[src/rtl/core/wsc_pkg.sv]
package wsc_pkg;

  // fixed field widths of the request and result ports
  localparam int OPCODE_W  = 1;
  localparam int CASE_W    = 4;
  localparam int WEIGHT_W  = 16;
  localparam int RAND_W    = 16;
  localparam int TOTAL_W   = 20;
  localparam int ACTIVE_W  = 5;

  // configuration port
  localparam int APB_ADDR_W = 3;
  localparam int APB_DATA_W = 32;
  localparam logic REG_ACTIVE_CASES = 1'b0;
  localparam logic [ACTIVE_W-1:0] ACTIVE_RESET = 5'd16;

  // request opcodes
  localparam logic [OPCODE_W-1:0] OP_WRITE = 1'b0;
  localparam logic [OPCODE_W-1:0] OP_DRAW  = 1'b1;

  typedef enum logic [3:0] {
    ST_IDLE,
    ST_SUM_PRIME,
    ST_SUM_WALK,
    ST_WR_READ,
    ST_WR_UPDATE,
    ST_MUL_LO,
    ST_MUL_HI,
    ST_DRAW_WALK,
    ST_DONE
  } ctrl_state_t;

  typedef struct packed {
    logic load;
    logic sum_start;
    logic sum_step;
    logic wr_read;
    logic wr_update;
    logic mul_lo;
    logic mul_hi;
    logic draw_step;
  } dp_cmd_t;

  typedef struct packed {
    logic dirty;
    logic op_draw;
    logic walk_last;
    logic walk_hit;
  } dp_status_t;

endpackage

[src/rtl/core/wsc_ram.sv]
module wsc_ram #(
  parameter int WIDTH = 16,
  parameter int DEPTH = 16
) (
  input  logic                     clk,
  input  logic                     we,
  input  logic [$clog2(DEPTH)-1:0] waddr,
  input  logic [WIDTH-1:0]         wdata,
  input  logic [$clog2(DEPTH)-1:0] raddr,
  output logic [WIDTH-1:0]         rdata
);

  logic [WIDTH-1:0] mem [DEPTH];

  always_ff @(posedge clk) begin
    if (we) begin
      mem[waddr] <= wdata;
    end
    rdata <= mem[raddr];
  end

endmodule

[src/rtl/core/wsc_ctrl.sv]
module wsc_ctrl
  import wsc_pkg::*;
(
  input  logic                clk,
  input  logic                rst,
  input  logic                start,
  input  logic [OPCODE_W-1:0] opcode,
  input  dp_status_t          sts,
  output dp_cmd_t             cmd,
  output logic                busy,
  output logic                done
);

  ctrl_state_t state, state_next;

  always_ff @(posedge clk) begin
    if (rst) begin
      state <= ST_IDLE;
    end else begin
      state <= state_next;
    end
  end

  always_comb begin
    state_next = state;
    cmd        = '0;
    busy       = (state != ST_IDLE);
    done       = (state == ST_DONE);
    unique case (state)
      ST_IDLE: begin
        if (start) begin
          cmd.load = 1'b1;
          // a stale total is rebuilt before the request itself runs
          if (sts.dirty) begin
            state_next = ST_SUM_PRIME;
          end else if (opcode == OP_DRAW) begin
            state_next = ST_MUL_LO;
          end else begin
            state_next = ST_WR_READ;
          end
        end
      end
      ST_SUM_PRIME: begin
        cmd.sum_start = 1'b1;
        state_next    = ST_SUM_WALK;
      end
      ST_SUM_WALK: begin
        cmd.sum_step = 1'b1;
        if (sts.walk_last) begin
          state_next = sts.op_draw ? ST_MUL_LO : ST_WR_READ;
        end
      end
      ST_WR_READ: begin
        cmd.wr_read = 1'b1;
        state_next  = ST_WR_UPDATE;
      end
      ST_WR_UPDATE: begin
        cmd.wr_update = 1'b1;
        state_next    = ST_DONE;
      end
      ST_MUL_LO: begin
        cmd.mul_lo = 1'b1;
        state_next = ST_MUL_HI;
      end
      ST_MUL_HI: begin
        cmd.mul_hi = 1'b1;
        state_next = ST_DRAW_WALK;
      end
      ST_DRAW_WALK: begin
        cmd.draw_step = 1'b1;
        if (sts.walk_hit || sts.walk_last) begin
          state_next = ST_DONE;
        end
      end
      ST_DONE: begin
        state_next = ST_IDLE;
      end
      default: begin
        state_next = ST_IDLE;
      end
    endcase
  end

endmodule

[src/rtl/core/wsc_datapath.sv]
module wsc_datapath
  import wsc_pkg::*;
#(
  parameter int MAX_CASES   = 16,
  parameter int WEIGHT_BITS = 16,
  parameter int RAND_BITS   = 16
) (
  input  logic                clk,
  input  logic                rst,
  input  dp_cmd_t             cmd,
  output dp_status_t          sts,
  input  logic                cfg_changed,
  input  logic [ACTIVE_W-1:0] active_cases,
  input  logic [OPCODE_W-1:0] opcode,
  input  logic [CASE_W-1:0]   case_index,
  input  logic [WEIGHT_W-1:0] weight,
  input  logic [RAND_W-1:0]   random_fraction,
  output logic                was_draw,
  output logic [CASE_W-1:0]   chosen_case,
  output logic [WEIGHT_W-1:0] chosen_weight,
  output logic [TOTAL_W-1:0]  weight_total
);

  localparam int AW = $clog2(MAX_CASES);
  localparam int CW = $clog2(MAX_CASES + 1);
  localparam int IW = (AW > CASE_W) ? AW : CASE_W;
  localparam int TW = WEIGHT_BITS + AW;
  localparam int PW = RAND_BITS + TW;
  localparam int LO = (TW + 1) / 2;
  localparam int HI = TW - LO;

  logic                   op_q;
  logic [IW-1:0]          idx_q;
  logic                   in_range_q;
  logic [WEIGHT_BITS-1:0] w_q;
  logic [RAND_BITS-1:0]   r_q;
  logic [TW-1:0]          total;
  logic                   dirty;
  logic [TW-1:0]          cum;
  logic [AW-1:0]          cidx;
  logic [PW-1:0]          prod;
  logic [AW-1:0]          chosen_q;
  logic [WEIGHT_BITS-1:0] chosen_w;
  logic [MAX_CASES-1:0]   valid;
  logic                   rdv;

  logic [CW-1:0]          n_eff;
  logic [AW-1:0]          last_idx;
  logic [AW-1:0]          raddr;
  logic [WEIGHT_BITS-1:0] rdata;
  logic [WEIGHT_BITS-1:0] w_rd;
  logic [TW-1:0]          cum_next;
  logic [TW-1:0]          thr;
  logic [RAND_BITS+LO-1:0] pp_lo;
  logic [RAND_BITS+HI-1:0] pp_hi;
  logic                   ram_we;
  logic                   wr_counts;

  // zero means one case, anything above the table size saturates
  always_comb begin
    if (active_cases == '0) begin
      n_eff = CW'(1);
    end else if (32'(active_cases) > MAX_CASES) begin
      n_eff = CW'(MAX_CASES);
    end else begin
      n_eff = CW'(active_cases);
    end
  end

  assign last_idx = AW'(n_eff - CW'(1));

  always_comb begin
    if (cmd.sum_step || cmd.draw_step) begin
      raddr = cidx + AW'(1);
    end else if (cmd.wr_read) begin
      raddr = idx_q[AW-1:0];
    end else begin
      raddr = '0;
    end
  end

  // an entry never written reads as zero
  assign w_rd      = rdv ? rdata : '0;
  assign cum_next  = cum + TW'(w_rd);
  // r*total < cum*2^R  <=>  floor(r*total / 2^R) < cum
  assign thr       = prod[PW-1:RAND_BITS];
  assign pp_lo     = r_q * total[LO-1:0];
  assign pp_hi     = r_q * total[TW-1:LO];
  assign ram_we    = cmd.wr_update && in_range_q;
  assign wr_counts = 32'(idx_q) < 32'(n_eff);

  assign sts.dirty     = dirty;
  assign sts.op_draw   = op_q;
  assign sts.walk_last = (cidx == last_idx);
  assign sts.walk_hit  = (thr < cum_next);

  wsc_ram #(
    .WIDTH (WEIGHT_BITS),
    .DEPTH (MAX_CASES)
  ) u_weights (
    .clk   (clk),
    .we    (ram_we),
    .waddr (idx_q[AW-1:0]),
    .wdata (w_q),
    .raddr (raddr),
    .rdata (rdata)
  );

  always_ff @(posedge clk) begin
    if (rst) begin
      valid <= '0;
      dirty <= 1'b0;
      total <= '0;
      rdv   <= 1'b0;
    end else begin
      rdv <= (32'(raddr) < MAX_CASES) ? valid[raddr] : 1'b0;
      if (ram_we) begin
        valid[idx_q[AW-1:0]] <= 1'b1;
      end
      if (cfg_changed) begin
        dirty <= 1'b1;
      end
      if (cmd.sum_step && sts.walk_last) begin
        total <= cum_next;
        dirty <= 1'b0;
      end
      if (cmd.wr_update && in_range_q && wr_counts) begin
        total <= total - TW'(w_rd) + TW'(w_q);
      end
    end
  end

  always_ff @(posedge clk) begin
    if (cmd.load) begin
      op_q       <= (opcode == OP_DRAW);
      idx_q      <= IW'(case_index);
      in_range_q <= 32'(case_index) < MAX_CASES;
      w_q        <= WEIGHT_BITS'(weight);
      r_q        <= RAND_BITS'(random_fraction);
    end
    if (cmd.sum_start || cmd.mul_lo) begin
      cum  <= '0;
      cidx <= '0;
    end
    if (cmd.sum_step || cmd.draw_step) begin
      cum  <= cum_next;
      cidx <= cidx + AW'(1);
    end
    if (cmd.mul_lo) begin
      prod <= PW'(pp_lo);
    end
    if (cmd.mul_hi) begin
      prod <= prod + (PW'(pp_hi) << LO);
    end
    // on a hit or at the last active case the current entry is the answer
    if (cmd.draw_step) begin
      chosen_q <= cidx;
      chosen_w <= w_rd;
    end
    if (cmd.wr_update) begin
      chosen_q <= '0;
      chosen_w <= in_range_q ? w_q : '0;
    end
  end

  assign was_draw      = op_q;
  assign chosen_case   = CASE_W'(chosen_q);
  assign chosen_weight = WEIGHT_W'(chosen_w);
  assign weight_total  = TOTAL_W'(total);

endmodule

[src/rtl/core/weighted_case_sampler_unit.sv]
// weighted case sampler: roulette-wheel draw over a table of case weights
// a weight write strobes done once the table entry is updated; a draw strobes done once
//   the walk hits or reaches the last active case, sooner when an earlier case is chosen
// a new request is taken only after done; the walk reads one weight per cycle, and the
//   first request after an active_cases write first rebuilds the total by such a walk
// reset: synchronous, clears all weights and sets active_cases to 16; done is never held off
module weighted_case_sampler_unit
  import wsc_pkg::*;
#(
  parameter int MAX_CASES   = 16,
  parameter int WEIGHT_BITS = 16,
  parameter int RAND_BITS   = 16
) (
  input  logic                  clk,
  input  logic                  rst,
  input  logic                  psel,
  input  logic                  penable,
  input  logic                  pwrite,
  input  logic [APB_ADDR_W-1:0] paddr,
  input  logic [APB_DATA_W-1:0] pwdata,
  output logic [APB_DATA_W-1:0] prdata,
  output logic                  pready,
  input  logic                  start,
  output logic                  busy,
  input  logic [OPCODE_W-1:0]   opcode,
  input  logic [CASE_W-1:0]     case_index,
  input  logic [WEIGHT_W-1:0]   weight,
  input  logic [RAND_W-1:0]     random_fraction,
  output logic                  done,
  output logic                  was_draw,
  output logic [CASE_W-1:0]     chosen_case,
  output logic [WEIGHT_W-1:0]   chosen_weight,
  output logic [TOTAL_W-1:0]    weight_total
);

  logic [ACTIVE_W-1:0] active_cases;
  logic                cfg_wr;
  dp_cmd_t             cmd;
  dp_status_t          sts;

  assign pready = 1'b1;
  assign cfg_wr = psel && penable && pwrite && (paddr[2] == REG_ACTIVE_CASES);
  assign prdata = (paddr[2] == REG_ACTIVE_CASES) ? APB_DATA_W'(active_cases) : '0;

  always_ff @(posedge clk) begin
    if (rst) begin
      active_cases <= ACTIVE_RESET;
    end else if (cfg_wr) begin
      active_cases <= pwdata[ACTIVE_W-1:0];
    end
  end

  wsc_ctrl u_ctrl (
    .clk    (clk),
    .rst    (rst),
    .start  (start),
    .opcode (opcode),
    .sts    (sts),
    .cmd    (cmd),
    .busy   (busy),
    .done   (done)
  );

  wsc_datapath #(
    .MAX_CASES   (MAX_CASES),
    .WEIGHT_BITS (WEIGHT_BITS),
    .RAND_BITS   (RAND_BITS)
  ) u_datapath (
    .clk             (clk),
    .rst             (rst),
    .cmd             (cmd),
    .sts             (sts),
    .cfg_changed     (cfg_wr),
    .active_cases    (active_cases),
    .opcode          (opcode),
    .case_index      (case_index),
    .weight          (weight),
    .random_fraction (random_fraction),
    .was_draw        (was_draw),
    .chosen_case     (chosen_case),
    .chosen_weight   (chosen_weight),
    .weight_total    (weight_total)
  );

endmodule
[config.mk]
export PLATFORM = sky130hd
export DESIGN_NAME = weighted_case_sampler_unit
export DESIGN_NICKNAME = d
export VERILOG_FILES = /design/src/rtl/core/wsc_pkg.sv /design/src/rtl/core/wsc_ram.sv /design/src/rtl/core/wsc_ctrl.sv /design/src/rtl/core/wsc_datapath.sv /design/src/rtl/core/weighted_case_sampler_unit.sv
export SDC_FILE = /design/constraint.sdc
export NUM_CORES = 1
export LEC_CHECK = 0
export BUFFER_PORTS_ARGS = -buffer_cell sky130_fd_sc_hd__buf_2
export CAP_MARGIN = 20
export CORE_UTILIZATION = 49
export CTS_CLUSTER_DIAMETER = 100
export DETAILED_ROUTE_END_ITERATION = 12
export PLACE_DENSITY = 0.65
export SLEW_MARGIN = 40
export SYNTH_ARGS = -nofsm -noshare
export SYNTH_HDL_FRONTEND = slang
export SYNTH_SLANG_ARGS = --single-unit
[constraint.sdc]
create_clock -name clk -period 12.25 [get_ports clk]
set_input_delay 1.225 -clock clk [delete_from_list [all_inputs] [get_ports clk]]
set_output_delay 1.225 -clock clk [all_outputs]
set_load 0.03 [all_outputs]
# Word-level counts from Yosys, hierarchy flattened
# Memory sizes are Yosys's and may differ from the RTL's. A register that Yosys moved wholly into a read port is not among the register bits.
# Cells that the tools add are included.
# totals
wordCells	100
memories	1
mem_bits_rw	256
reg_bits	164
# op_classes
eq_ne	12
bitwise_logic	2
mul	2
muxes	38
addsub	6
order_cmp	6
reduce_logical	18
# mem_list
memory	depth	word_bits	read_ports	rd_ports_with_merged_regs	wr	line	source
u_datapath.u_weights.mem	16	16	1	1	1	wsc_ram.sv:13	logic [WIDTH-1:0] mem [DEPTH];
# ops
op	n
$mux W20	4
$mux W36	2
$mul A16 B10 Y26	2
$mux W16	3
$add A20 B16 Y20	2
$add A36 B36 Y36	1
$pmux W4 S8	1
$mux W4	7
$lt A20 B20 Y1	1
$sub A20 B16 Y20	1
$eq A4 B3 Y1 const B	4
$or A16 B16 Y16	1
$mux W5	3
$mux W1	13
$lt A4 B5 Y1 const B	2
$mux W3	3
$eq A4 B2 Y1 const B	2
$reduce_bool A2 Y1	4
$logic_and A1 B1 Y1	6
$gt A5 B5 Y1 const B	1
$logic_not A5 Y1	1
$lt A4 B5 Y1	1
$add A4 B1 Y4 const B	1
$bmux W1 S4	1
other kinds (14)	17

# Longest topological paths before layout
# depth
ltp_word	8
ltp_mapped	31
depth_no_buf	29

# Hierarchy
# Synthesis repeated with hierarchy kept, for this count alone.
# hier_totals
hier_cells	2628
area_unflattened_um2	30246.5
# by_module_without_submodules
mod	n_inst	area_each_um2	seq_area_each_um2	cells_per_inst
wsc_datapath	1	19363.6	3933.8	2089
wsc_ram	1	10043.4	8007.7	432
weighted_case_sampler_unit	1	494.2	100.1	58
wsc_ctrl	1	345.3	80.1	49

# Worst setup path before layout
# No wires, ideal clock.
# synth_timing
path_type	reg-to-reg
startpoint	reg u_datapath.total[11], in the netlist u_datapath.weight_total[11]
endpoint	reg u_datapath.prod[30] (data pin)
stages_incl_launch_ff	31
setup_slack_ps	5162
period_less_slack_ps	7088
t_arrival_ps	6822
cell_sequence	dfxtp_1 clkbuf_1 clkbuf_1 nand2_1 fa_1 inv_1 fa_1 inv_1 fa_1 inv_1 fa_1 inv_1 fa_1 inv_1 ha_1 or2_2 o2111ai_1 nand2_1 a21o_1 a21oi_1 xnor2_1 ha_1 clkbuf_1 a21o_1 a21o_1 a2111o_1 a31o_2 nand2_1 o21a_1 xor2_1 nor2_1
# synth_via
elab_chain_cells	3
# synth_rtl
element	line	source
from (decl)	wsc_datapath.sv:37	logic [TW-1:0] total;
from (signal assigned)	wsc_datapath.sv:124	total <= cum_next;
from (signal assigned)	wsc_datapath.sv:128	total <= total - TW'(w_rd) + TW'(w_q);
$mul A16 B10 Y26	wsc_datapath.sv:88	assign pp_hi = r_q * total[TW-1:LO];
$add A36 B36 Y36	wsc_datapath.sv:153	prod <= prod + (PW'(pp_hi) << LO);
$mux W36	wsc_datapath.sv:152	if (cmd.mul_hi) begin
to (signal assigned)	wsc_datapath.sv:150	prod <= PW'(pp_lo);
to (signal assigned)	wsc_datapath.sv:153	
to (decl)	wsc_datapath.sv:41	logic [PW-1:0] prod;
# No other way between the ends.
# A chain may end at the register's enable or synchronous reset.

# Final worst setup path
# layout_timing
startpoint	reg u_datapath.r_q[7]
endpoint	reg u_datapath.prod[35] (data pin)
# layout_via
elab_chain_cells	3
# layout_rtl
element	line	source
from (decl)	wsc_datapath.sv:36	logic [RAND_BITS-1:0] r_q;
from (signal assigned)	wsc_datapath.sv:139	r_q <= RAND_BITS'(random_fraction);
$mul A16 B10 Y26	wsc_datapath.sv:88	
$add A36 B36 Y36	wsc_datapath.sv:153	
$mux W36	wsc_datapath.sv:152	
# No other way between the ends.

==> metrics.txt <==
# TYPE chip_impl_metric gauge
chip_impl_info{name="result_of_the_run",value="finished, final reports clean"} 1
chip_impl_metric{name="proportion_of_total_power_due_to_net_switching",unit="%"} 45.22
chip_impl_metric{name="detail_route.wl_per_cell",unit="um"} 19.64
chip_impl_metric{name="firstDrtPassIters",unit=""} 5
chip_impl_info{name="route.top_layer_used",value="met4"} 1
chip_impl_metric{name="grt_max_degree",unit=""} 78
chip_impl_metric{name="ff2ff_setup_slack",unit="ns"} 4.95
chip_impl_metric{name="hold_violations",unit=""} 0
chip_impl_info{name="clk_root_buffer_cell",value="sky130_fd_sc_hd__clkbuf_16"} 1
chip_impl_metric{name="grt_pass1_vias",unit=""} 22410
chip_impl_metric{name="holdBufCountCts",unit=""} 0
chip_impl_metric{name="route.final.wire_length",unit="mm"} 76.10
chip_impl_info{name="startpoint_type",value="register"} 1
chip_impl_metric{name="ys_warn_count",unit=""} 0
chip_impl_metric{name="fp.dieH",unit="um"} 252.0
chip_impl_metric{name="die_width",unit="um"} 252.0
chip_impl_metric{name="max_cap_violations",unit=""} 0
chip_impl_metric{name="total_die_area",unit="um^2"} 63500
chip_impl_metric{name="cts-resized-gates",unit=""} 0
chip_impl_metric{name="arrival_worst_endpoint",unit="ns"} 7.64
chip_impl_metric{name="internal-power",unit="uW"} 4681
chip_impl_info{name="cts_tree",value="done"} 1
chip_impl_metric{name="final-max-slew-violation-count",unit=""} 0
chip_impl_metric{name="synth.lib_cells_used.distinct",unit=""} 81
chip_impl_info{name="crit_path_end",value="u_datapath.prod[35]"} 1
chip_impl_metric{name="fin_tns_setup",unit="ns"} 0
chip_impl_metric{name="leakagePower",unit="uW"} 0.01438
chip_impl_metric{name="ys_seq_area_share",unit="%"} 39.58
chip_impl_metric{name="gr-usage-all-layers",unit="%"} 24.43
chip_impl_metric{name="clk-insertion-delay-late",unit="ns"} 0.60
chip_impl_metric{name="seq_power_share",unit="%"} 24.7
chip_impl_info{name="post_synth_main_area_contributors",value="sky130_fd_sc_hd__edfxtp_1, sky130_fd_sc_hd__fa_1, sky130_fd_sc_hd__ha_1"} 1
chip_impl_metric{name="rr_worst_depth",unit=""} 28
chip_impl_metric{name="clkTransAtPathRegs",unit="ns"} 0.06
chip_impl_metric{name="fmax",unit="GHz"} 0.1369
chip_impl_metric{name="routed-via-count",unit=""} 21730
chip_impl_metric{name="detail_route.vias_per_cell",unit=""} 5.607
chip_impl_metric{name="dp_hpwl",unit="mm"} 52.71
chip_impl_metric{name="post_synth_inst_count",unit=""} 2945
chip_impl_metric{name="final.min_clock_period",unit="ns"} 7.302
chip_impl_metric{name="drt_drc_violations_left",unit=""} 0
chip_impl_metric{name="postCtsSetupBuffers",unit=""} 0
chip_impl_metric{name="setup_violators_final",unit=""} 0
chip_impl_info{name="rsz0062_at_grt",value="no"} 1
chip_impl_metric{name="crit_fanout",unit=""} 20
chip_impl_metric{name="gpl.final_weighted_congestion",unit=""} 0.8856
chip_impl_metric{name="rows",unit=""} 91
chip_impl_info{name="critical_path.reg2reg.startpoint",value="u_datapath.r_q[7]"} 1
chip_impl_metric{name="asyncSetResetFlopFracSynth",unit="%"} 0
chip_impl_metric{name="power_frac_clock",unit="%"} 17.2
chip_impl_metric{name="timing.critical_path.slowest_cell_delay",unit="ns"} 0.56
chip_impl_metric{name="placement.io_buffers",unit=""} 96
chip_impl_metric{name="initial_drc_count",unit=""} 1328
chip_impl_metric{name="tightest_slew",unit="ns"} 0.8709
chip_impl_metric{name="relSlewSlack",unit="%"} 41.86
chip_impl_metric{name="critical_path_required",unit="ns"} 12.59
chip_impl_metric{name="drt-met1-wl",unit="mm"} 30.95
chip_impl_metric{name="num-nets-final",unit=""} 3522
chip_impl_metric{name="ant_nets",unit=""} 0
chip_impl_metric{name="p_switching",unit="uW"} 3864
chip_impl_metric{name="initial_utilization",unit="%"} 49.62
chip_impl_metric{name="number_of_antenna_violations_at_the_first_check_in_global_routing",unit=""} 0
chip_impl_metric{name="antennaDiodeCount",unit=""} 0
chip_impl_metric{name="ctsHtreeMaxLevel",unit=""} 2
chip_impl_metric{name="syn_avg_cell_area",unit="um^2"} 10.40
chip_impl_info{name="setup.worst_path.start",value="u_datapath.r_q[7]"} 1
chip_impl_metric{name="post-route-period-util",unit="%"} 59.61
chip_impl_metric{name="post_route_cells_drive_above_1_share",unit="%"} 10.27
chip_impl_metric{name="grt_overflow",unit=""} 0
chip_impl_info{name="critical_path.slowest_cell",value="sky130_fd_sc_hd__fa_1"} 1
chip_impl_metric{name="worst_ir_drop_vdd",unit="mV"} 0.1386
chip_impl_metric{name="clock-sinks",unit=""} 426
chip_impl_metric{name="met2RoutedLength",unit="mm"} 38.62
chip_impl_info{name="regToRegEndpoint",value="u_datapath.prod[35]"} 1
chip_impl_metric{name="grt_pass1_wl",unit="mm"} 121.0
chip_impl_info{name="critical_path_class",value="register to register"} 1
chip_impl_info{name="min_path_type",value="register to register"} 1
chip_impl_metric{name="fin_worst_skew",unit="ns"} 0.01560
chip_impl_metric{name="met3_length",unit="mm"} 3.911
chip_impl_metric{name="synth-edff-count",unit=""} 359
chip_impl_metric{name="netlist_area",unit="um^2"} 30620
chip_impl_metric{name="layoutNonFillerInstCount",unit=""} 3875
chip_impl_metric{name="pin_count",unit=""} 154
chip_impl_metric{name="power-per-cell-area",unit="nW/um^2"} 254.3
chip_impl_metric{name="ys_ff_latch",unit=""} 426
chip_impl_metric{name="cts_inserted_buffers",unit=""} 46
chip_impl_metric{name="area_growth_syn_to_layout",unit="%"} 9.732
chip_impl_metric{name="synth.top_cell.area_share",unit="%"} 35.20
chip_impl_info{name="synth_area_leader_cell",value="sky130_fd_sc_hd__edfxtp_1"} 1
chip_impl_info{name="synth-main-ff-cell",value="sky130_fd_sc_hd__edfxtp_1"} 1
chip_impl_metric{name="placed_cells_incl_taps",unit=""} 3789
chip_impl_info{name="setup.worst_path.end_class",value="register"} 1
chip_impl_metric{name="core_region_area",unit="um^2"} 61710
chip_impl_metric{name="clk_path_buf_depth",unit=""} 3
chip_impl_metric{name="combinationalPowerShare",unit="%"} 58.2
[power groups by stage]
| stage | Clock (uW) | Combinational [uW] | Sequential, uW |
|---|---|---|---|
| floorplan | 0 | 3770 | 2070 |
| global placement | 0 | 4760 | 2130 |
| detailed placement | 0 | 4920 | 2140 |
| CTS | 1490 | 4960 | 2110 |
| global route | 1550 | 5620 | 2130 |
| finish | 1470 | 4970 | 2110 |
[per-layer routing]
layer | track usage, % | vias to the layer above
met5 | 0 | -
met4 | 9.143 | 0
met3 | 3.085 | 157
met2 | 43.55 | 611
met1 | 30.18 | 10880
li1 | - | 10080
[worst max-delay path: cells and delay by family (launching register included)]
kind	cells	cell delay [ns]
adder cells (fa/ha/maj)	7	3.09
AND/OR/NAND/NOR	5	0.82
AO/OA/AOI/OAI	9	2.09
flip-flops	1	0.32
XOR/XNOR	1	0.17
buffers and inverters	6	0.57
[placed cells by master, fill, tap and decap left out, types with 35 or more instances in the layout]
master | Yosys | final
sky130_fd_sc_hd__a31oi_1 | 38 | 38
sky130_fd_sc_hd__a311oi_1 | 35 | 35
sky130_fd_sc_hd__xor2_1 | 37 | 37
sky130_fd_sc_hd__a211oi_1 | 80 | 80
sky130_fd_sc_hd__ha_1 | 206 | 206
sky130_fd_sc_hd__edfxtp_1 | 359 | 359
sky130_fd_sc_hd__nand3_1 | 41 | 41
sky130_fd_sc_hd__buf_4 | 32 | 59
sky130_fd_sc_hd__inv_1 | 346 | 346
sky130_fd_sc_hd__a21oi_1 | 128 | 128
sky130_fd_sc_hd__nand2_1 | 373 | 370
sky130_fd_sc_hd__fa_1 | 237 | 237
sky130_fd_sc_hd__nor2_1 | 164 | 155
sky130_fd_sc_hd__buf_2 | 21 | 95
sky130_fd_sc_hd__a21o_1 | 41 | 41
sky130_fd_sc_hd__clkbuf_16 | 0 | 46
sky130_fd_sc_hd__o21ai_0 | 52 | 52
sky130_fd_sc_hd__and2_1 | 210 | 209
sky130_fd_sc_hd__dfxtp_1 | 67 | 65
sky130_fd_sc_hd__xnor2_1 | 58 | 58
[cell usage after synthesis, types with 32 or more instances]
master                     count
sky130_fd_sc_hd__nand2_1     373
sky130_fd_sc_hd__edfxtp_1    359
sky130_fd_sc_hd__inv_1       346
sky130_fd_sc_hd__fa_1        237
sky130_fd_sc_hd__and2_1      210
sky130_fd_sc_hd__ha_1        206
sky130_fd_sc_hd__nor2_1      164
sky130_fd_sc_hd__a21oi_1     128
sky130_fd_sc_hd__clkbuf_1    118
sky130_fd_sc_hd__a211oi_1     80
sky130_fd_sc_hd__dfxtp_1      67
sky130_fd_sc_hd__xnor2_1      58
sky130_fd_sc_hd__o21ai_0      52
sky130_fd_sc_hd__a21o_1       41
sky130_fd_sc_hd__nand3_1      41
sky130_fd_sc_hd__a31oi_1      38
sky130_fd_sc_hd__xor2_1       37
sky130_fd_sc_hd__a311oi_1     35
sky130_fd_sc_hd__nor3_1       33
sky130_fd_sc_hd__buf_4        32
[layout make-up]
type | count | area [um^2]
fill | 5378 | 28110
multi-input combinational | 2024 | 16580
sequential | 426 | 12120
clock buffer | 63 | 1305
inverter | 347 | 1303
tap | 837 | 1047
timing repair buffer | 156 | 940.9
clock inverter | 22 | 306.5
[state kept, by name (all words and copies together) (netlist names)]
| name | count |
|---|---|
| u_datapath.idx_q | 4 |
| u_datapath.prod | 26 |
| u_datapath.cidx | 4 |
| u_datapath.weight_total | 20 |
| u_datapath.dirty | 1 |
| u_datapath.r_q | 16 |
| u_datapath.rdv | 1 |
| u_datapath.w_q | 16 |
| u_datapath.u_weights.rdata | 16 |
| u_datapath.cum | 20 |
| u_datapath.valid | 16 |
| u_datapath.was_draw | 1 |
| active_cases | 5 |
| u_datapath.u_weights.mem | 256 |
| u_ctrl.state | 4 |
| u_datapath.chosen_case | 4 |
| u_datapath.chosen_weight | 16 |
[logic make-up after synthesis]
kind of cell             synth area share (%)
AND/OR/NAND/NOR                         14.06
adder cells (fa/ha/maj)                 23.91
AO/OA/AOI/OAI                           11.40
other                                 0.02452
multiplexers                            1.450
buffers and inverters                   6.864
XOR/XNOR                                2.717
flip-flops                              39.58
[through the flow]
stage / worst slack, ns / utilization (%) / hold WS [ns] / area [um^2] / total power [uW]
floorplan: 5.162 / - / 0.4317 / 30720 / 5835
global placement: 5.009 / 51.79 / 0.4418 / 31960 / 6891
detailed placement: 4.925 / 51.82 / 0.4561 / 31980 / 7051
CTS: 4.892 / 54.43 / 0.4701 / 33590 / 8560
global route: 4.574 / 54.45 / 0.4973 / 33600 / 9304
finish: 4.948 / 54.45 / 0.4699 / 33600 / 8545
[how the worst min path moves through the flow]
stage | startpoint | end | slack [ns] | cells after the start
3_3_place_gp | u_datapath.valid[9] | u_datapath.valid[9] | 0.44 | 2
5_1_grt | u_datapath.valid[8] | u_datapath.valid[8] | 0.50 | 2
4_1_cts | u_datapath.valid[9] | u_datapath.valid[9] | 0.47 | 2
3_5_place_dp | u_datapath.valid[9] | u_datapath.valid[9] | 0.46 | 2
2_1_floorplan | u_datapath.valid[1] | u_datapath.valid[1] | 0.43 | 2
6_report | u_datapath.valid[9] | u_datapath.valid[9] | 0.47 | 2
No activity file was read; power rests on OpenSTA's default activity.
